## src/rtl/core/epid_pkg.sv

```systemverilog
// epid_pkg: shared types and constants for the encoder position PID block.
// No dependencies; imported by every module under rtl/core.
`default_nettype none
package epid_pkg;

    localparam int unsigned GAIN_W   = 16;
    localparam int unsigned POS_W    = 32;
    localparam int unsigned INTEG_W  = 17;
    localparam int unsigned DERIV_W  = 33;
    localparam int unsigned KP_PW    = 49;
    localparam int unsigned KI_PW    = 34;
    localparam int unsigned KD_PW    = 50;
    localparam int unsigned SUM_W    = 51;
    localparam int unsigned CFG_W    = 32;
    localparam int unsigned REG_IDX_W = 3;

    localparam logic [15:0] KP_RESET    = 16'd3277;
    localparam logic [15:0] KI_RESET    = 16'd819;
    localparam logic [15:0] KD_RESET    = 16'd410;
    localparam logic [15:0] LIMIT_RESET = 16'd1000;
    localparam logic [15:0] MIN_RESET   = 16'd300;
    localparam logic [7:0]  TOL_RESET   = 8'd5;

    localparam logic [1:0] DIR_FWD  = 2'd0;
    localparam logic [1:0] DIR_REV  = 2'd1;
    localparam logic [1:0] DIR_STOP = 2'd2;

    typedef enum logic [REG_IDX_W-1:0] {
        REG_KP     = 3'd0,
        REG_KI     = 3'd1,
        REG_KD     = 3'd2,
        REG_LIMIT  = 3'd3,
        REG_MIN    = 3'd4,
        REG_TARGET = 3'd5,
        REG_INVERT = 3'd6,
        REG_TOL    = 3'd7
    } epid_reg_t;

    typedef struct packed {
        logic [GAIN_W-1:0]       kp_gain;
        logic [GAIN_W-1:0]       ki_gain;
        logic [GAIN_W-1:0]       kd_gain;
        logic [GAIN_W-1:0]       drive_limit;
        logic [GAIN_W-1:0]       min_drive;
        logic signed [POS_W-1:0] target_position;
        logic                    count_invert;
        logic [7:0]              arrive_tolerance;
    } epid_cfg_t;

    typedef struct packed {
        logic signed [POS_W-1:0]   err;
        logic signed [INTEG_W-1:0] integ;
        logic signed [DERIV_W-1:0] deriv;
        logic                      stop;
        logic [1:0]                dir;
        logic signed [POS_W-1:0]   position;
    } epid_err_t;

    typedef struct packed {
        logic signed [KP_PW-1:0] kp_prod;
        logic signed [KI_PW-1:0] ki_prod;
        logic signed [KD_PW-1:0] kd_prod;
        logic                    stop;
        logic [1:0]              dir;
        logic signed [POS_W-1:0] position;
    } epid_prod_t;

endpackage
`default_nettype wire

```

## src/rtl/core/epid_state.sv

```systemverilog
// epid_state: counter difference, position, error, integral and derivative stage.
// Holds the loop state registers; depends on epid_pkg.
`default_nettype none
module epid_state #(
    parameter int unsigned COUNTER_WIDTH = 16
) (
    input  wire logic                      aclk,
    input  wire logic                      aresetn,
    input  wire epid_pkg::epid_cfg_t       cfg,
    input  wire logic                      in_valid,
    input  wire logic [COUNTER_WIDTH-1:0]  in_counter,
    input  wire logic                      in_start,
    output logic                           in_ready,
    output logic                           st_valid,
    output epid_pkg::epid_err_t            st_data,
    input  wire logic                      st_ready
);
    import epid_pkg::*;

    logic                      valid_reg;
    epid_err_t                 data_reg;
    logic [COUNTER_WIDTH-1:0]  last_count_reg;
    logic signed [POS_W-1:0]   position_reg;
    logic signed [INTEG_W-1:0] integral_reg;
    logic signed [POS_W-1:0]   prev_err_reg;
    logic                      done_reg;

    logic                      take;
    logic [COUNTER_WIDTH-1:0]  last_base;
    logic signed [POS_W-1:0]   pos_base;
    logic signed [INTEG_W-1:0] integ_base;
    logic signed [POS_W-1:0]   prev_base;
    logic                      done_base;
    logic [COUNTER_WIDTH-1:0]  cnt_delta;
    logic signed [POS_W-1:0]   diff_ext;
    logic signed [POS_W-1:0]   diff;
    logic signed [POS_W-1:0]   pos_new;
    logic signed [POS_W:0]     err_full;
    logic signed [POS_W-1:0]   err_sat;
    logic signed [POS_W:0]     isum;
    logic signed [POS_W:0]     lim_ext;
    logic signed [INTEG_W-1:0] integ_new;
    logic signed [DERIV_W-1:0] deriv;
    logic signed [POS_W:0]     tol_ext;
    logic                      arrive;
    epid_err_t                 data_next;

    assign in_ready = !valid_reg || st_ready;
    assign take     = in_valid && in_ready;

    assign last_base  = in_start ? in_counter : last_count_reg;
    assign pos_base   = in_start ? '0 : position_reg;
    assign integ_base = in_start ? '0 : integral_reg;
    assign prev_base  = in_start ? '0 : prev_err_reg;
    assign done_base  = in_start ? 1'b0 : done_reg;

    assign cnt_delta = in_counter - last_base;
    assign diff_ext  = POS_W'(signed'(cnt_delta));
    assign diff      = cfg.count_invert ? -diff_ext : diff_ext;
    assign pos_new   = pos_base + diff;

    assign err_full = {cfg.target_position[POS_W-1], cfg.target_position}
                    - {pos_new[POS_W-1], pos_new};

    always_comb begin
        if (err_full[POS_W] != err_full[POS_W-1]) begin
            err_sat = err_full[POS_W] ? {1'b1, {(POS_W-1){1'b0}}} : {1'b0, {(POS_W-1){1'b1}}};
        end else begin
            err_sat = err_full[POS_W-1:0];
        end
    end

    assign isum    = {{(POS_W+1-INTEG_W){integ_base[INTEG_W-1]}}, integ_base}
                   + {err_sat[POS_W-1], err_sat};
    assign lim_ext = {{(POS_W+1-GAIN_W){1'b0}}, cfg.drive_limit};

    always_comb begin
        priority if (isum > lim_ext) begin
            integ_new = lim_ext[INTEG_W-1:0];
        end else if (isum < -lim_ext) begin
            integ_new = INTEG_W'(-lim_ext);
        end else begin
            integ_new = isum[INTEG_W-1:0];
        end
    end

    assign deriv   = {err_sat[POS_W-1], err_sat} - {prev_base[POS_W-1], prev_base};
    assign tol_ext = {{(POS_W+1-8){1'b0}}, cfg.arrive_tolerance};
    assign arrive  = (err_full < tol_ext) && (err_full > -tol_ext);

    always_comb begin
        data_next.err      = err_sat;
        data_next.integ    = integ_new;
        data_next.deriv    = deriv;
        data_next.stop     = done_base || arrive;
        data_next.dir      = (err_full > 0) ? DIR_FWD : DIR_REV;
        data_next.position = done_base ? pos_base : pos_new;
    end

    always_ff @(posedge aclk) begin
        if (!aresetn) begin
            valid_reg      <= 1'b0;
            last_count_reg <= '0;
            position_reg   <= '0;
            integral_reg   <= '0;
            prev_err_reg   <= '0;
            done_reg       <= 1'b0;
        end else begin
            if (in_ready) begin
                valid_reg <= in_valid;
            end
            if (take && !done_base) begin
                last_count_reg <= in_counter;
                position_reg   <= pos_new;
                integral_reg   <= integ_new;
                prev_err_reg   <= err_sat;
                done_reg       <= arrive;
            end
        end
    end

    always_ff @(posedge aclk) begin
        if (take) begin
            data_reg <= data_next;
        end
    end

    assign st_valid = valid_reg;
    assign st_data  = data_reg;

    // once arrived, position holds until a new move starts
    a_frozen_after_arrival: assert property (@(posedge aclk) disable iff (!aresetn)
        done_reg && !(take && in_start) |=> $stable(position_reg))
        else $error("position moved after arrival");

endmodule
`default_nettype wire

```

## config.mk

```make
export PLATFORM = sky130hd
export DESIGN_NAME = epid_state
export DESIGN_NICKNAME = d
export VERILOG_FILES = /design/src/rtl/core/epid_pkg.sv /design/src/rtl/core/epid_state.sv
export SDC_FILE = /design/constraint.sdc
export NUM_CORES = 1
export LEC_CHECK = 0
export BUFFER_PORTS_ARGS = -buffer_cell sky130_fd_sc_hd__buf_2
export CORE_MARGIN = 5
export CORE_UTILIZATION = 45
export DETAILED_ROUTE_END_ITERATION = 12
export HOLD_SLACK_MARGIN = 0.05
export PLACE_DENSITY = 0.63
export SLEW_MARGIN = 20
export SYNTH_ARGS = -nofsm -noshare
export SYNTH_HDL_FRONTEND = slang
export SYNTH_SLANG_ARGS = --single-unit
```

## constraint.sdc

```tcl
create_clock -name aclk -period 16.3 [get_ports aclk]
set_clock_uncertainty 0.1 [all_clocks]
set_input_delay 0.815 -clock aclk [delete_from_list [all_inputs] [get_ports aclk]]
set_output_delay 0.815 -clock aclk [all_outputs]
set_load 0.02 [all_outputs]
```

* Yosys cells after proc, flatten, opt, wreduce, memory -nomap -nowiden
Index checks and enable logic that the tools add are counted.
Operators by class: add/sub/neg operators 8, magnitude comparators 5, eq/ne operators 1, muxes and demuxes 12, reduce and logical (&&, ||, !) cells 7
Operator list (number):
- 2-to-1 mux 32 bit | 6
- subtractor 32 x 32 -> 33 bit | 2
- 2-to-1 mux 17 bit | 3
- adder 17 x 32 -> 33 bit | 1
- > comparator 33 x 1 -> 1 bit, second input constant | 1
- > comparator 33 x 17 -> 1 bit | 1
- > comparator 33 bit | 1
- less-than comparator 33 bit | 1
- less-than comparator 33 x 9 -> 1 bit | 1
- negation 16 -> 33 bit | 1
- negation 8 -> 33 bit | 1
- adder 32 bit | 1
- negation 16 -> 32 bit | 1
- 2-to-1 mux 16 bit | 1
- subtractor 16 bit | 1
- logical AND 1 bit | 3
- zero test 1 bit | 2
- logical OR 1 bit | 2
- 2-to-1 mux 1 bit | 2
- inequality test 1 bit | 1
Storage, ports and cells: register bits after elaboration 216, input bits 142, output and inout port bits 119, word-level logic and storage cells 45

* Depth between registers and ports, before layout
word-level depth 12, gate-level depth with buffers 72, depth with buffers taken out 68

* Worst setup path before layout
Ideal clock, no wire load.
path type input to register, from input port in_start, to register integral_reg[2], setup time 0.116 ns, data arrival time 14.487 ns, required time 16.084 ns, path slack 1.596 ns, stages 62, path buffers 6, path through clkbuf_1 > clkbuf_1 > clkbuf_1 > mux2i_1 > ha_1 > nor2b_1 > o21ai_0 > a21boi_0 > o21ai_0 > a21boi_0 > o21ai_0 > nand2_1 > xor2_1 > or3_1 > or3b_2 > nor4_1 > a21o_1 > nand2_1 > (+26 left out) > a211oi_1 > o21ai_1 > and4_1 > or2_1 > o41a_1 > a221oi_1 > xnor2_1 > ha_1 > a211o_1 > or3_1 > a211oi_1 > nor3_1 > maj3_1 > a21oi_1 > clkbuf_1 > a21oi_1 > o22a_1 > a31o_2
RTL lines:
- start, declared | line epid_state.sv:12 | input wire logic in_start,
- end signal, assigned | line epid_state.sv:115 | integral_reg <= integ_new;
- end, declared | line epid_state.sv:24 | logic signed [INTEG_W-1:0] integral_reg;

==> results.py <==
metrics = {
    "status": {
        "status": "finished clean",
    },
    "clocking": {
        "clock_latency_ns": 0.56,
        "cts_tree": "built",
        "numCtsBuffers": 27,
        "path_clk_slew_ns": 0.06,
        "cts_max_path_buffers": 3,
        "clock-root-buffer": "clkbuf_16",
        "cts.sinks": 215,
        "postCtsSetupBuffers": 0,
        "htreeDepth": 1,
    },
    "die": {
        "coreArea_mm2": 0.0421,
        "io_pins": 261,
        "die-area_mm2": 0.0470,
        "die_w_um": 217,
        "initial_core_util_pct": 45.7,
        "dieHeight_um": 217,
        "num_rows": 75,
    },
    "finish": {
        "largest_reg_flops": 116,
        "finalNetCount": 2821,
        "mostFrequentLayoutCells": "ha_1 (236), nand2_1 (210), buf_2 (194), o21ai_0 (179), a21oi_1 (139)",
        "syn_to_final_growth_pct": 12.8,
        "drive_above_1_share_pct": 13.3,
        "final_core_util_pct": 51.6,
        "antenna_cells": 0,
        "mostFrequentLayoutCell": "ha_1",
    },
    "grt": {
        "use_met3_pct": 2.81,
        "grt.busiest_layer": "met2",
        "grt_pass1_wl_um": 87700,
        "grt_usage_pct": 22.6,
        "grtUsageMet2_pct": 38.4,
        "antenna_found_initial": 0,
        "grtUsageMet1_pct": 29.8,
        "grt_max_degree": 110,
        "grt_overflow": 0,
        "grt_pass1_vias": 16700,
    },
    "sta": {
        "slew_violations": 0,
        "rsz0062_at_grt": "no",
        "finalHoldViolations": 0,
        "setup_viol": 0,
        "slew_headroom_pct": 27.0,
        "max_freq_mhz": 65.9,
        "setup-tns-final_ns": 0,
        "tightest_slew_ns": 1.10,
        "timing.final.crit_share_pct": 93.2,
        "min_period_ns": 15.18,
    },
    "place": {
        "io_buffers": 195,
        "dp_hpwl_um": 42500,
        "gp_congestion": 0.917,
    },
    "hold_path": {
        "hold_depth": 2,
        "hold_path_end": "integral_reg[1]$_SDFFE_PN0P_",
        "hp-class": "reg -> reg",
        "hp-start": "integral_reg[1]$_SDFFE_PN0P_",
    },
    "detailed_routing": {
        "postRouteWirelength_um": 55100,
        "dr.pass1.iters": 5,
        "detail_route.wl_per_cell_um": 18.4,
        "drt_iter0_drc": 939,
        "ant_nets": 0,
        "drcViolationCount": 0,
        "num_vias": 17000,
        "vias_per_cell": 5.69,
    },
    "synthesis": {
        "synth_edf_count": 116,
        "synth_area_mm2": 0.0193,
        "ys.flop_type": "edfxtp_1",
        "synth-seq-cells": 215,
        "async_reset_ff_share_pct": 0,
        "yosys-top-cells-area": "edfxtp_1 (18%), ha_1 (15%), dfxtp_1 (10%), xnor2_1 (4.8%), o21ai_0 (4.7%)",
        "syn-num-nets": 2661,
        "yosysTopAreaCellShare_pct": 18.1,
        "postSynthCellCount": 2278,
        "yosys_warnings": 0,
        "avgSynthCellArea_um2": 8.45,
        "synth_area_leader_cell": "edfxtp_1",
        "ys_types": 91,
        "yosysSeqAreaShare_pct": 28.4,
    },
    "worst_setup_path": {
        "r2r_end": "integral_reg[5]$_SDFFE_PN0P_",
        "cp_data_arrival_time_ns": 15.53,
        "slowest_stage": "or3b_2",
        "reg2reg_from": "last_count_reg[1]$_SDFFE_PN0P_",
        "r2r_cells": 62,
        "critical_path.most_common_cell": "o21ai_0",
        "cpPeakStageDelay_ns": 0.52,
        "endpoint_kind": "register",
        "cp.required_ns": 16.65,
        "reg2reg_slack_ns": 1.44,
        "worstSetupPathType": "in -> reg",
        "crit_fanout": 33,
        "start_kind": "input port",
    },
    "job": {
        "max-cap-violations": 0,
    },
}
-- cell usage after synthesis (5+ instances only) --
master	number
a221oi_1	8
a21boi_0	34
a21oi_1	141
mux2i_1	21
ha_1	236
nand3b_1	7
nor3_1	47
nand4_1	32
o211ai_1	18
and4_1	8
nor3b_1	9
a21o_1	61
clkbuf_1	81
nand3_1	43
o21a_1	31
nor2_1	113
nand2_1	211
and3_1	30
nor4_1	16
o22a_1	12
nand2b_1	71
a211oi_1	18
o21ai_1	7
or2_2	6
o31ai_1	13
o21ai_0	180
nor2b_1	85
edfxtp_1	116
fa_1	5
xnor2_1	106
dfxtp_1	99
xor2_1	35
or3_1	24
and2_1	39
o21ba_2	19
o21bai_1	14
a31oi_1	35
inv_1	129
a31o_1	8
-- cells by family after synthesis --
| group | Yosys count | synth area share, % |
|---|---|---|
| DFF | 215 | 28.4 |
| other | 1 | 0.0195 |
| adders and majority gates | 245 | 16.1 |
| muxes | 25 | 1.33 |
| and+or+nand+nor | 762 | 20.5 |
| buffers and inverters | 219 | 4.39 |
| AOI/OAI and AO/OA | 670 | 22.9 |
| xor gates and xnor gates | 141 | 6.41 |
-- critical path, delay by kind of cell --
family                   cells  cell delay (ns)
multiplexers                 1             0.33
XOR/XNOR                     4             1.04
AO/OA/AOI/OAI               32             6.60
AND/OR/NAND/NOR             16             3.20
buffers and inverters        3             0.94
adder cells (fa/ha/maj)      7             2.56
-- cell type report --
class                      instances  area, µm²
inverter                         130        488
fill                            3987      20400
timing repair buffer             220       1170
clock inverter                    17        213
tap                              539        674
sequential                       215       5470
multi-input combinational       1844      13000
clock buffer                      32        704
-- per-layer routing --
metal	vias up	share of wire, %
met4	0	3.8
met1	7949	44
met2	404	46
li1	8602	-
met3	87	5.2
met5	-	0
-- stage by stage --
| step | instances | area, µm² | hold slack, ns | setup WS [ns] |
|---|---|---|---|---|
| floorplan | 2278 | 19300 | 0.330 | 1.60 |
| global placement | 2948 | 20800 | 0.337 | 0.573 |
| detailed placement | 2948 | 20800 | 0.352 | 0.377 |
| CTS | 2997 | 21700 | 0.360 | 0.933 |
| global route | 2997 | 21700 | 0.384 | 0.0605 |
| finish | 2997 | 21700 | 0.358 | 1.12 |
-- worst max-delay path by stage --
stage,endpoint,depth (start not counted),start
final,integral_reg[5]$_SDFFE_PN0P_,63,in_start
after detailed placement,integral_reg[0]$_SDFFE_PN0P_,63,in_start
after CTS,integral_reg[0]$_SDFFE_PN0P_,63,in_start
after global routing,st_data[79]$_DFFE_PP_,63,in_start
after floorplan,integral_reg[2]$_SDFFE_PN0P_,62,in_start
after global placement,integral_reg[15]$_SDFFE_PN0P_,67,in_start
-- what timing repair did --
action | CTS | global route
resized for setup | 0 | 7
hold buffers | 0 | 0
setup endpoints to repair | 0 | 34
Power is not shown: default switching activity piles up to over one toggle a cycle in this logic, so the estimate is an artifact.
