--- src/rtl/core/epid_pkg.sv ---
// epid_pkg: shared types and constants for the encoder position PID block.
// No dependencies; imported by every module under rtl/core.
`default_nettype none
package epid_pkg;

    localparam int unsigned GAIN_W   = 16;
    localparam int unsigned POS_W    = 32;
    localparam int unsigned INTEG_W  = 17;
    localparam int unsigned DERIV_W  = 33;
    localparam int unsigned KP_PW    = 49;
    localparam int unsigned KI_PW    = 34;
    localparam int unsigned KD_PW    = 50;
    localparam int unsigned SUM_W    = 51;
    localparam int unsigned CFG_W    = 32;
    localparam int unsigned REG_IDX_W = 3;

    localparam logic [15:0] KP_RESET    = 16'd3277;
    localparam logic [15:0] KI_RESET    = 16'd819;
    localparam logic [15:0] KD_RESET    = 16'd410;
    localparam logic [15:0] LIMIT_RESET = 16'd1000;
    localparam logic [15:0] MIN_RESET   = 16'd300;
    localparam logic [7:0]  TOL_RESET   = 8'd5;

    localparam logic [1:0] DIR_FWD  = 2'd0;
    localparam logic [1:0] DIR_REV  = 2'd1;
    localparam logic [1:0] DIR_STOP = 2'd2;

    typedef enum logic [REG_IDX_W-1:0] {
        REG_KP     = 3'd0,
        REG_KI     = 3'd1,
        REG_KD     = 3'd2,
        REG_LIMIT  = 3'd3,
        REG_MIN    = 3'd4,
        REG_TARGET = 3'd5,
        REG_INVERT = 3'd6,
        REG_TOL    = 3'd7
    } epid_reg_t;

    typedef struct packed {
        logic [GAIN_W-1:0]       kp_gain;
        logic [GAIN_W-1:0]       ki_gain;
        logic [GAIN_W-1:0]       kd_gain;
        logic [GAIN_W-1:0]       drive_limit;
        logic [GAIN_W-1:0]       min_drive;
        logic signed [POS_W-1:0] target_position;
        logic                    count_invert;
        logic [7:0]              arrive_tolerance;
    } epid_cfg_t;

    typedef struct packed {
        logic signed [POS_W-1:0]   err;
        logic signed [INTEG_W-1:0] integ;
        logic signed [DERIV_W-1:0] deriv;
        logic                      stop;
        logic [1:0]                dir;
        logic signed [POS_W-1:0]   position;
    } epid_err_t;

    typedef struct packed {
        logic signed [KP_PW-1:0] kp_prod;
        logic signed [KI_PW-1:0] ki_prod;
        logic signed [KD_PW-1:0] kd_prod;
        logic                    stop;
        logic [1:0]              dir;
        logic signed [POS_W-1:0] position;
    } epid_prod_t;

endpackage
`default_nettype wire

--- src/rtl/core/epid_drive.sv ---
// epid_drive: PID sum, output clamp and drive shaping into the result register.
// Depends on epid_pkg.
`default_nettype none
module epid_drive #(
    parameter int unsigned GAIN_FRACTION_BITS = 12
) (
    input  wire logic                 aclk,
    input  wire logic                 aresetn,
    input  wire epid_pkg::epid_cfg_t  cfg,
    input  wire logic                 in_valid,
    input  wire epid_pkg::epid_prod_t in_data,
    output logic                      in_ready,
    output logic                      out_valid,
    output logic [15:0]               out_magnitude,
    output logic [1:0]                out_direction,
    output logic                      out_arrived,
    output logic signed [31:0]        out_position,
    input  wire logic                 out_ready
);
    import epid_pkg::*;

    logic                     valid_reg;
    logic [GAIN_W-1:0]        mag_reg;
    logic [1:0]               dir_reg;
    logic                     arrived_reg;
    logic signed [POS_W-1:0]  pos_reg;

    logic signed [SUM_W-1:0]  sum;
    logic signed [SUM_W-1:0]  slim;
    logic signed [SUM_W-1:0]  sum_clamped;
    logic [SUM_W-1:0]         absum;
    logic [SUM_W-1:0]         mag_full;
    logic [GAIN_W-1:0]        mag_raw;
    logic [GAIN_W-1:0]        mag_next;

    assign in_ready = !valid_reg || out_ready;

    assign sum = SUM_W'(in_data.kp_prod) + SUM_W'(in_data.ki_prod) + SUM_W'(in_data.kd_prod);
    assign slim = signed'(SUM_W'(cfg.drive_limit) << GAIN_FRACTION_BITS);

    always_comb begin
        priority if (sum > slim) begin
            sum_clamped = slim;
        end else if (sum < -slim) begin
            sum_clamped = -slim;
        end else begin
            sum_clamped = sum;
        end
    end

    assign absum    = sum_clamped[SUM_W-1] ? unsigned'(-sum_clamped) : unsigned'(sum_clamped);
    assign mag_full = absum >> GAIN_FRACTION_BITS;
    assign mag_raw  = mag_full[GAIN_W-1:0];

    always_comb begin
        priority if (mag_raw < cfg.min_drive) begin
            mag_next = cfg.min_drive;
        end else if (mag_raw > cfg.drive_limit) begin
            mag_next = cfg.drive_limit;
        end else begin
            mag_next = mag_raw;
        end
    end

    always_ff @(posedge aclk) begin
        if (!aresetn) begin
            valid_reg <= 1'b0;
        end else if (in_ready) begin
            valid_reg <= in_valid;
        end
    end

    always_ff @(posedge aclk) begin
        if (in_valid && in_ready) begin
            mag_reg     <= in_data.stop ? '0 : mag_next;
            dir_reg     <= in_data.stop ? DIR_STOP : in_data.dir;
            arrived_reg <= in_data.stop;
            pos_reg     <= in_data.position;
        end
    end

    assign out_valid     = valid_reg;
    assign out_magnitude = mag_reg;
    assign out_direction = dir_reg;
    assign out_arrived   = arrived_reg;
    assign out_position  = pos_reg;

endmodule
`default_nettype wire

--- config.mk ---
export PLATFORM = sky130hd
export DESIGN_NAME = epid_drive
export DESIGN_NICKNAME = d
export VERILOG_FILES = /design/src/rtl/core/epid_pkg.sv /design/src/rtl/core/epid_drive.sv
export SDC_FILE = /design/constraint.sdc
export NUM_CORES = 1
export LEC_CHECK = 0
export BUFFER_PORTS_ARGS = -buffer_cell sky130_fd_sc_hd__buf_2
export CAP_MARGIN = 20
export CORE_ASPECT_RATIO = 1.25
export CORE_MARGIN = 2
export CORE_UTILIZATION = 56
export DETAILED_ROUTE_END_ITERATION = 6
export PLACE_DENSITY_LB_ADDON = 0.15
export REMOVE_ABC_BUFFERS = 1
export SLEW_MARGIN = 30
export SYNTH_ARGS = -nofsm -noshare
export SYNTH_HDL_FRONTEND = slang
export SYNTH_SLANG_ARGS = --single-unit
export TNS_END_PERCENT = 1
--- constraint.sdc ---
create_clock -name aclk -period 13.2 [get_ports aclk]
set_input_delay 0.66 -clock aclk [delete_from_list [all_inputs] [get_ports aclk]]
set_output_delay 0.66 -clock aclk [all_outputs]
set_load 0.01 [all_outputs]
Yosys cells after proc, flatten, opt, wreduce, memory -nomap -nowiden
Index checks and enable logic that the tools add are counted.
{ "classes": {"n_reduce_logical": 3, "addsub": 4, "n_lt_le_gt_ge": 4, "n_mux": 5} }
{ "op_table": {"columns": ["op", "count"], "rows": [
  ["$mux W51", 2],
  ["$add A50 B50 Y51", 1],
  ["$gt A51 B29 Y1", 1],
  ["$lt A51 B51 Y1", 1],
  ["$neg A28 Y51", 1],
  ["$add A49 B34 Y50", 1],
  ["$mux W16", 2],
  ["$mux W28", 1],
  ["$neg A28 Y28", 1],
  ["$gt A16 B16 Y1", 1],
  ["$lt A16 B16 Y1", 1],
  ["$logic_and A1 B1 Y1", 1],
  ["$logic_not A1 Y1", 1],
  ["$logic_or A1 B1 Y1", 1]
]} }
{ "word_totals": {"regBits": 52, "output_inout_bits": 53, "word_cells": 21, "inputBits": 293} }

Logic depth before layout (Yosys ltp)
Gate-level depths: netlist of run 1.
{ "logic_depth": {"word_depth": 10, "ltp_mapped": 52, "mapped_depth_nobuf": 46} }

Worst setup path after synthesis of run 1
No wires, ideal clock.
{ "synth_path": {"path_type": "input -> register", "startpoint": "input in_data[36] in the netlist's numbering", "endpoint": "register mag_reg[14] (netlist: out_magnitude[14]) (data pin)", "required_ns": 13.053, "setup_ns": 0.147, "setup_slack_ns": 4.152, "n_path_buf": 3, "arrival_ns": 8.901, "cell_stages": 49, "path_cell_list": "inv_1 -> fa_1 -> inv_1 -> ha_1 -> inv_1 -> fa_1 -> nor2b_1 -> o221a_1 -> o211ai_1 -> nand2_1 -> a21o_1 -> a41oi_2 -> o21a_1 -> o21ai_0 -> xnor2_1 -> ha_1 -> a21o_1 -> a21o_1 -> [13 not listed] -> a31oi_1 -> xor2_1 -> a21oi_1 -> ha_1 -> a21o_1 -> a21oi_1 -> nor2b_1 -> o21ai_0 -> nand2b_1 -> a21oi_1 -> a21boi_0 -> o21a_1 -> o21ai_1 -> and2_1 -> clkbuf_1 -> a21oi_1 -> or4_1 -> a21oi_1"} }
{ "synth_between": {"elab_chain_len": 9, "elab_cells_between_ends": 11, "classes_between": "2 x add/sub; 4 x order compare; 5 x mux"} }
{ "synth_rtl": {"columns": ["item", "line", "source"], "rows": [
  ["start: declaration", "epid_drive.sv:11", "input wire epid_pkg::epid_prod_t in_data,"],
  ["$add A50 B50 Y51 (*)", "epid_drive.sv:38", "assign sum = SUM_W'(in_data.kp_prod) + SUM_W'(in_data.ki_prod) + SUM_W'(in_data.kd_prod);"],
  ["$lt A51 B51 Y1", "epid_drive.sv:44", "end else if (sum < -slim) begin"],
  ["$mux W51", "epid_drive.sv:44", null],
  ["$mux W51 (*)", "epid_drive.sv:42", "priority if (sum > slim) begin"],
  ["$neg A28 Y28", "epid_drive.sv:51", "assign absum = sum_clamped[SUM_W-1] ? unsigned'(-sum_clamped) : unsigned'(sum_clamped);"],
  ["$mux W28 (*)", "epid_drive.sv:51", null],
  ["$gt A16 B16 Y1", "epid_drive.sv:58", "end else if (mag_raw > cfg.drive_limit) begin"],
  ["$mux W16", "epid_drive.sv:58", null],
  ["$mux W16 (*)", "epid_drive.sv:56", "priority if (mag_raw < cfg.min_drive) begin"],
  ["end signal: assignment", "epid_drive.sv:75", "mag_reg <= in_data.stop ? '0 : mag_next;"],
  ["end: declaration", "epid_drive.sv:23", "logic [GAIN_W-1:0] mag_reg;"]
]} }
Every way passes the cells marked *; elsewhere a longest branch is shown, timed or not.
A chain may end at the register's enable or synchronous reset.

Worst setup path after layout of run 1
{ "layout_path": {"startpoint": "input in_data[36] in the netlist's numbering", "endpoint": "register mag_reg[13] (netlist: out_magnitude[13]) (data pin)"} }
The elaborated chain is that of the path after synthesis.

==> summary.md, run 1 <==
| Metric | Value |
|---|---|
| RSZ-0062 raised after global routing | `no` |
| Gates resized, CTS repair | `0` |
| Synth Register Bits | `52` |
| Total of max-cap violations | `0` |
| Min cycle time layout | `between 10 and 15 ns` |
| Req. time, crit path | `between 10 and 15 ns` |
| Startpoint Class | `input pin` |
| Clock Skew | `between 0.005 and 0.006 ns` |
| Hold Crit Class | `in2reg` |
| # clock sinks | `52` |
| Commonest cells post-synth | `134 x ha_1, 118 x a21oi_1, 91 x nor2_1, 84 x inv_1, 84 x nand2_1` |
| Detail Route Antenna Nets | `0` |
| Core box area | `0.0168 mm^2` |
| Final wirelength | `26.1 mm` |
| Slew headroom | `0.463` |
| Worst hold stages | `1` |
| Fillers | `about 1500` |
| Final WS setup | `about 3 ns` |
| Worst path slowest cell | `or4b_2` |
| Sequential area share after synthesis | `0.161` |
| CTS tree | `done` |
| Area growth, synth to finish | `16.1%` |
| Largest net degree at the start of global routing | `52` |
| Peak VDD IR | `0.0744 mV` |
| Worst R2R End | `out_position[15]` |
| Top cells by area, synth | `ha_1 17%, edfxtp_1 16%, fa_1 11%, a21oi_1 6.1%, xnor2_1 4.3%` |
| Setup violators final | `0` |
| Die Wd | `about 120 um` |
| Routed vias/inst | `between 5 and 6` |
| Critical path peak fanout | `36` |
| Crit Reg-Reg Startpoint | `out_valid` |
| Post-Synthesis Cells | `about 1200` |
| CTS Root Cell | `clkbuf_16` |
| Crit-path most repeated cell | `o21ai_0` |
| Router iterations before antenna repair | `5` |
| TritonCTS Buffers | `5` |
| Lkg Pwr | `between 5 and 6 nW` |
| Placed cells | `between 1500 and 2000` |
| Share of layout cells above drive strength 1 | `0.223` |
| Io pins | `346` |
| Post-synth top flop | `edfxtp_1` |
| Total track usage | `0.278` |
| Via count | `9556` |
| Synth top area share | `0.174` |
| Avg Cell Area, Syn | `between 8 and 9 um^2` |
| Nets@finish | `1857` |
| WP data arrival | `between 10 and 15 ns` |
| Post-Syn Area | `between 0.009 and 0.01 mm^2` |
| Flop-to-flop setup slack | `11.83 ns` |
| Ys Warns | `0` |
| Average wire per standard cell | `approximately 16 um` |
| WP buf/inv | `6` |
| Async S/R FF share, synth | `0` |
| CTS Hold Bufs | `0` |
| Area leader, netlist | `ha_1` |
| Setup TNS | `0 ns` |
| EDFF count, synth | `between 50 and 60` |
| Maximum clock insertion buffer count | `2` |
| FMAX | `between 0.09 and 0.1 GHz` |
| Initial antenna violation count | `0` |
| Gr ovfl total | `0` |
| Slew Viols, Final | `0` |
| Drt first-iter violations | `roughly 510` |
| Cell area power density | `about 140 mW/mm^2` |
| Hold worst-path end | `out_position[14]` |
| Die height | `151 um` |
| Status | `finished, final reports clean` |
| Final std cells w/o fill | `between 1500 and 2000` |
| DPL Wire Length | `about 22 mm` |
| Initial Util | `0.574` |
| Diode count | `0` |
| CP peak stage delay | `around 0.64 ns` |
| Die area | `0.0183 mm^2` |
| Row cnt | `53` |
| Final Hold Vio Count | `0` |
| Most common cell in the netlist | `ha_1` |
| Fin crit share | `0.767` |
| Crit. End Element | `flip-flop` |
| Hold_sp | `in_data[14]` |
| DRC | `0` |
| Worst R2R Path Depth | `2` |
| Worst-path clk slew | `roughly 0.070 ns` |
| Gp weighted congestion | `~0.93` |
| Kind of critical path | `in2reg` |
| IO buf count | `256` |
| Worst slew pin tran | `between 0.7 and 0.8 ns` |
| Cell variety after synth | `85` |
| Global-route wire length before repair | `approximately 42 mm` |
| Vias in the first global route | `9176` |
| CTS H-tree depth | `2` |
| CP top delay family | `compound AO/OA/AOI/OAI gates` |
| Setup bufs post-CTS | `0` |
| Post-place setup slack | `around 2.8 ns` |
| Clk_lat worst skew | `0.29 ns` |
==> cell type report <==
| class | instances | area (um^2) | share of cell area |
|---|---|---|---|
| Inverter | 84 | 315 | 0.0281 |
| Clock inverter | 3 | 22.5 | 0.00201 |
| Multi-Input combinational cell | 976 | 7620 | 0.679 |
| Sequential cell | 52 | 1550 | 0.138 |
| Timing Repair Buffer | 260 | 1310 | 0.117 |
| Tap cell | 220 | 275 | 0.0245 |
| Clock buffer | 5 | 125 | 0.0112 |
==> power by group <==
group / switching (mW) / internal [mW] / total (mW)
Sequential: 0.00423 / 0.211 / 0.215
Combinational: 0.732 / 0.485 / 1.22
Clock: 0.0557 / 0.0709 / 0.127
Total: 0.792 / 0.767 / 1.56
==> worst max path at each step <==
stage,to,startpoint,slack (ns),cells past startpoint
after floorplan,out_magnitude[14],in_data[36],3.36,44
after global placement,out_magnitude[14],in_data[118],2.89,38
after detailed placement,out_magnitude[13],in_data[118],2.85,38
after CTS,out_magnitude[14],in_data[118],3.13,38
after global routing,out_magnitude[14],in_data[118],2.38,42
final,out_magnitude[13],in_data[36],3.08,44
==> layer usage <==
metal / GRT usage / vias to the layer above / wire length, um
li1: - / 4702 / -
met1: 0.354 / 4406 / 11100
met2: 0.491 / 385 / 12500
met3: 0.0233 / 63 / 1570
met4: 0.107 / 0 / 906
met5: 0 / - / 0
==> state kept, by name (all words and copies together), names as in the netlist <==
signal	count
out_direction	2
out_position	32
out_arrived	1
out_valid	1
out_magnitude	16
==> cells in the final DEF, fill, tap and decap left out, drive strengths merged, types with 8 or more instances in the layout <==
cell type / synthesis / final
a211oi: 20 / 20
a21o: 30 / 30
a21oi: 120 / 120
and2: 14 / 14
and3: 10 / 10
buf: 11 / 260
edfxtp: 51 / 51
fa: 51 / 51
ha: 134 / 134
inv: 84 / 85
mux2i: 15 / 15
nand2: 84 / 84
nand2b: 11 / 11
nand3: 20 / 20
nand4: 34 / 34
nor2: 91 / 91
nor2b: 13 / 13
nor3: 36 / 36
nor4: 13 / 13
o211ai: 8 / 8
o21a: 14 / 14
o21ai: 64 / 64
o21bai: 9 / 9
o31ai: 8 / 8
or2: 12 / 12
or3: 11 / 11
xnor2: 47 / 47
xor2: 22 / 22
==> cells by family after synthesis <==
group / Yosys count / share of synthesized area
simple gates: 365 / 0.191
compound gates: 337 / 0.234
fa+ha+maj: 186 / 0.280
buf+inv: 125 / 0.0513
xor+xnor: 69 / 0.0625
flops: 52 / 0.161
mux: 19 / 0.0202
==> through the flow <==
stage	power, mW	hold WS [ns]	utilization	area, um^2
after floorplan	1.11	0.610	-	9480
after global placement	1.40	0.516	0.657	11100
after detailed placement	1.42	0.569	0.657	11100
after CTS	1.55	0.539	0.666	11200
after global routing	1.72	0.536	0.666	11200
final	1.56	0.542	0.666	11200
Note: power is estimated with default switching activity, not from simulation.
==> run 2: changes to the inputs <==
--- a/config.mk
+++ b/config.mk
@@ -9,7 +9,7 @@
 export CAP_MARGIN = 20
 export CORE_ASPECT_RATIO = 1.25
 export CORE_MARGIN = 2
-export CORE_UTILIZATION = 56
+export CORE_UTILIZATION = 52
 export DETAILED_ROUTE_END_ITERATION = 6
 export PLACE_DENSITY_LB_ADDON = 0.15
 export REMOVE_ABC_BUFFERS = 1
==> constraint.sdc (replaced) <==
create_clock -name aclk -period 9.88 [get_ports aclk]
set_input_delay 0.494 -clock aclk [delete_from_list [all_inputs] [get_ports aclk]]
set_output_delay 0.494 -clock aclk [all_outputs]
set_load 0.01 [all_outputs]
==> run 2 against run 1 <==
Net effect:
- clock skew shrank 0.0023 ns
- die area grew 7.5%
- sequential cell count is the same
- register-to-register slack lost 3.4 ns
- largest cell class unchanged
- first-iteration DRC count shrank 5.5%
==> summary.md, run 2 (same netlist as run 1, synthesis figures left out) <==
| Metric | Value |
|---|---|
| Clock Skew | `0.00339 ns (was 0.00571 ns)` |
| Worst R2R Path Depth | `3 (was 2)` |
| FMAX | `approximately 0.11 GHz` |
| Min cycle time layout | `approximately 9 ns` |
| Crit Reg-Reg Startpoint | `out_valid (unchanged)` |
| TritonCTS Buffers | `5 (unchanged)` |
| Detail Route Antenna Nets | `0 (unchanged)` |
| CP peak stage delay | `0.64 ns (about the same)` |
| Average wire per standard cell | `16.2 um (was 16.3 um)` |
| Req. time, crit path | `9.91 ns (was 13.25 ns)` |
| Register Area | `0.00155 mm^2 (unchanged)` |
| Area of the multi-input gates | `0.00766 mm^2 (was 0.00762 mm^2)` |
| Worst-path clk slew | `0.06 ns (was 0.07 ns)` |
| Most common cell after layout, fill and taps aside | `buf_2 (unchanged)` |
| Global-route wire length before repair | `43.2 mm (was 42.0 mm)` |
| Initial Util | `0.532 (was 0.574)` |
| Router iterations before antenna repair | `5 (unchanged)` |
| Die area | `0.0197 mm^2 (was 0.0183 mm^2)` |
| Gr ovfl total | `0 (unchanged)` |
| Worst setup startpoint | `in_data[36] (unchanged)` |
| Worst slew pin tran | `0.715 ns (was 0.798 ns)` |
| Peak VDD IR | `0.0949 mV (was 0.0744 mV)` |
| Io pins | `346 (unchanged)` |
| CTS tree | `done (unchanged)` |
| Fillers | `1630 (was 1503)` |
| Area growth, synth to finish | `18.5% (was 16.1%)` |
| Setup crit end | `out_magnitude[15] (was out_magnitude[13])` |
| Routed vias/inst | `5.85 (was 5.97)` |
| Lkg Pwr | `5.42 nW (was 5.30 nW)` |
| Most frequent cells in the layout | `255 x buf_2, 134 x ha_1, 115 x a21oi_1 (was 256 x buf_2, 134 x ha_1, 118 x a21oi_1)` |
| Die Wd | `126 um (was 121 um)` |
| # clock sinks | `52 (unchanged)` |
| Kind of critical path | `in2reg (unchanged)` |
| Setup TNS | `0 ns (unchanged)` |
| Drt first-iter violations | `484 (was 512)` |
| Gp weighted congestion | `0.927 (was 0.932)` |
| Total track usage | `0.262 (was 0.278)` |
| Worst path slowest cell | `or4b_2 (unchanged)` |
| Clk_lat worst skew | `0.29 ns (about the same)` |
| DRC | `0 (unchanged)` |
| Startpoint Class | `input pin (unchanged)` |
| IO buf count | `256 (unchanged)` |
| Fin crit share | `0.936` |
| Slew Viols, Final | `0 (unchanged)` |
| Initial antenna violation count | `0 (unchanged)` |
| Crit. End Element | `flip-flop (unchanged)` |
| RSZ-0062 raised after global routing | `no (unchanged)` |
| Max reg flops | `32 (unchanged)` |
| WP data arrival | `9.27 ns (was 10.17 ns)` |
| Final Hold Vio Count | `0 (unchanged)` |
| CTS Hold Bufs | `0 (unchanged)` |
| Total of max-cap violations | `0 (unchanged)` |
| CTS Root Cell | `clkbuf_16 (unchanged)` |
| Setup violators final | `0 (unchanged)` |
| Flop-to-flop setup slack | `8.45 ns (was 11.83 ns)` |
| Via count | `9521 (was 9556)` |
| Vias in the first global route | `9141 (was 9176)` |
| Row cnt | `55 (was 53)` |
| Cell area power density | `189 mW/mm^2 (was 139 mW/mm^2)` |
| Status | `finished, final reports clean (unchanged)` |
| Slew headroom | `0.520 (was 0.463)` |
| Largest net degree at the start of global routing | `52 (unchanged)` |
| Final Hold Slack | `0.380 ns (was 0.542 ns)` |
| Core box area | `0.0182 mm^2 (was 0.0168 mm^2)` |
| Final wirelength | `26.3 mm (was 26.1 mm)` |
| Nets@finish | `1878 (was 1857)` |
| CTS H-tree depth | `2 (unchanged)` |
| Critical path peak fanout | `11 (was 36)` |
| Share of layout cells above drive strength 1 | `0.240 (was 0.223)` |
| Diode count | `0 (unchanged)` |
| DPL Wire Length | `22.7 mm (was 22.3 mm)` |
| Final std cells w/o fill | `1628 (was 1600)` |
| Placed cells | `1619 (was 1592)` |
| Hold Crit Class | `in2reg (unchanged)` |
| Die height | `156 um (was 151 um)` |
| Final core occ | `0.630 (was 0.666)` |
| Worst R2R End | `out_magnitude[14] (was out_position[15])` |
| Maximum clock insertion buffer count | `2 (unchanged)` |
run 2: changes by cell type in the layout (fill, tap and decap cells not counted), moves of 2 or more:
cell / before / now
a21oi_1: 118 / 115
o21ai_1: 12 / 14
o21ai_0: 52 / 50
buf_4: 4 / 23
buf_12: 0 / 2
a21oi_2: 2 / 5
run 2: final cells by class:
| class | count | share of cell area |
|---|---|---|
| clock inverter | 1 | 0.000437 |
| sequential | 52 | 0.136 |
| inverter | 84 | 0.0275 |
| timing repair buffer | 281 | 0.131 |
| multi-input combinational | 976 | 0.670 |
| clock buffer | 6 | 0.0113 |
| tap | 228 | 0.0249 |
run 2: metal layers:
metal  part of all wire  vias up  track usage
li1                   -     4747            -
met1               0.43     4397        0.326
met2               0.50      335        0.483
met3              0.048       42       0.0191
met4              0.023        0       0.0780
met5                  0        -            0
run 2: how the worst min path moves through the flow:
stage / from / endpoint / slack, ns / cells after the start
global placement: out_valid / out_valid / 0.50 / 2
finish: in_data[14] / out_position[14] / 0.38 / 1
global route: in_data[5] / out_position[5] / 0.37 / 1
detailed placement: out_valid / out_valid / 0.52 / 2
CTS: in_data[9] / out_position[9] / 0.37 / 1
floorplan: in_data[34] / out_arrived / 0.59 / 0
run 2: timing repair:
item / 4_1_cts / 5_1_grt
buffers inserted: 0 / 2
gates resized for setup: 0 / 13
endpoints found under the setup margin: 0 / 16
run 2: critical path: cells and delay by family:
| family | cells | cell delay [ns] |
|---|---|---|
| AOI/OAI and AO/OA | 21 | 4.28 |
| xor gates and xnor gates | 2 | 0.36 |
| adders and majority gates | 5 | 1.59 |
| buffers and inverters | 6 | 0.60 |
| and+or+nand+nor | 9 | 1.93 |
run 2: through the flow:
stage	total power [mW]	instance area, um^2	setup WS [ns]
after floorplan	1.48	9480	0.206
after global routing	2.38	11400	0.00365
after detailed placement	1.96	11200	0.134
final	2.16	11400	0.635
after global placement	1.93	11200	0.227
after CTS	2.14	11400	0.362
run 2: power breakdown:
group	internal [mW]	switching, mW	total [mW]
clock	0.0921	0.0692	0.161
combinational	0.708	1.01	1.71
sequential	0.282	0.00648	0.289
total	1.08	1.08	2.16
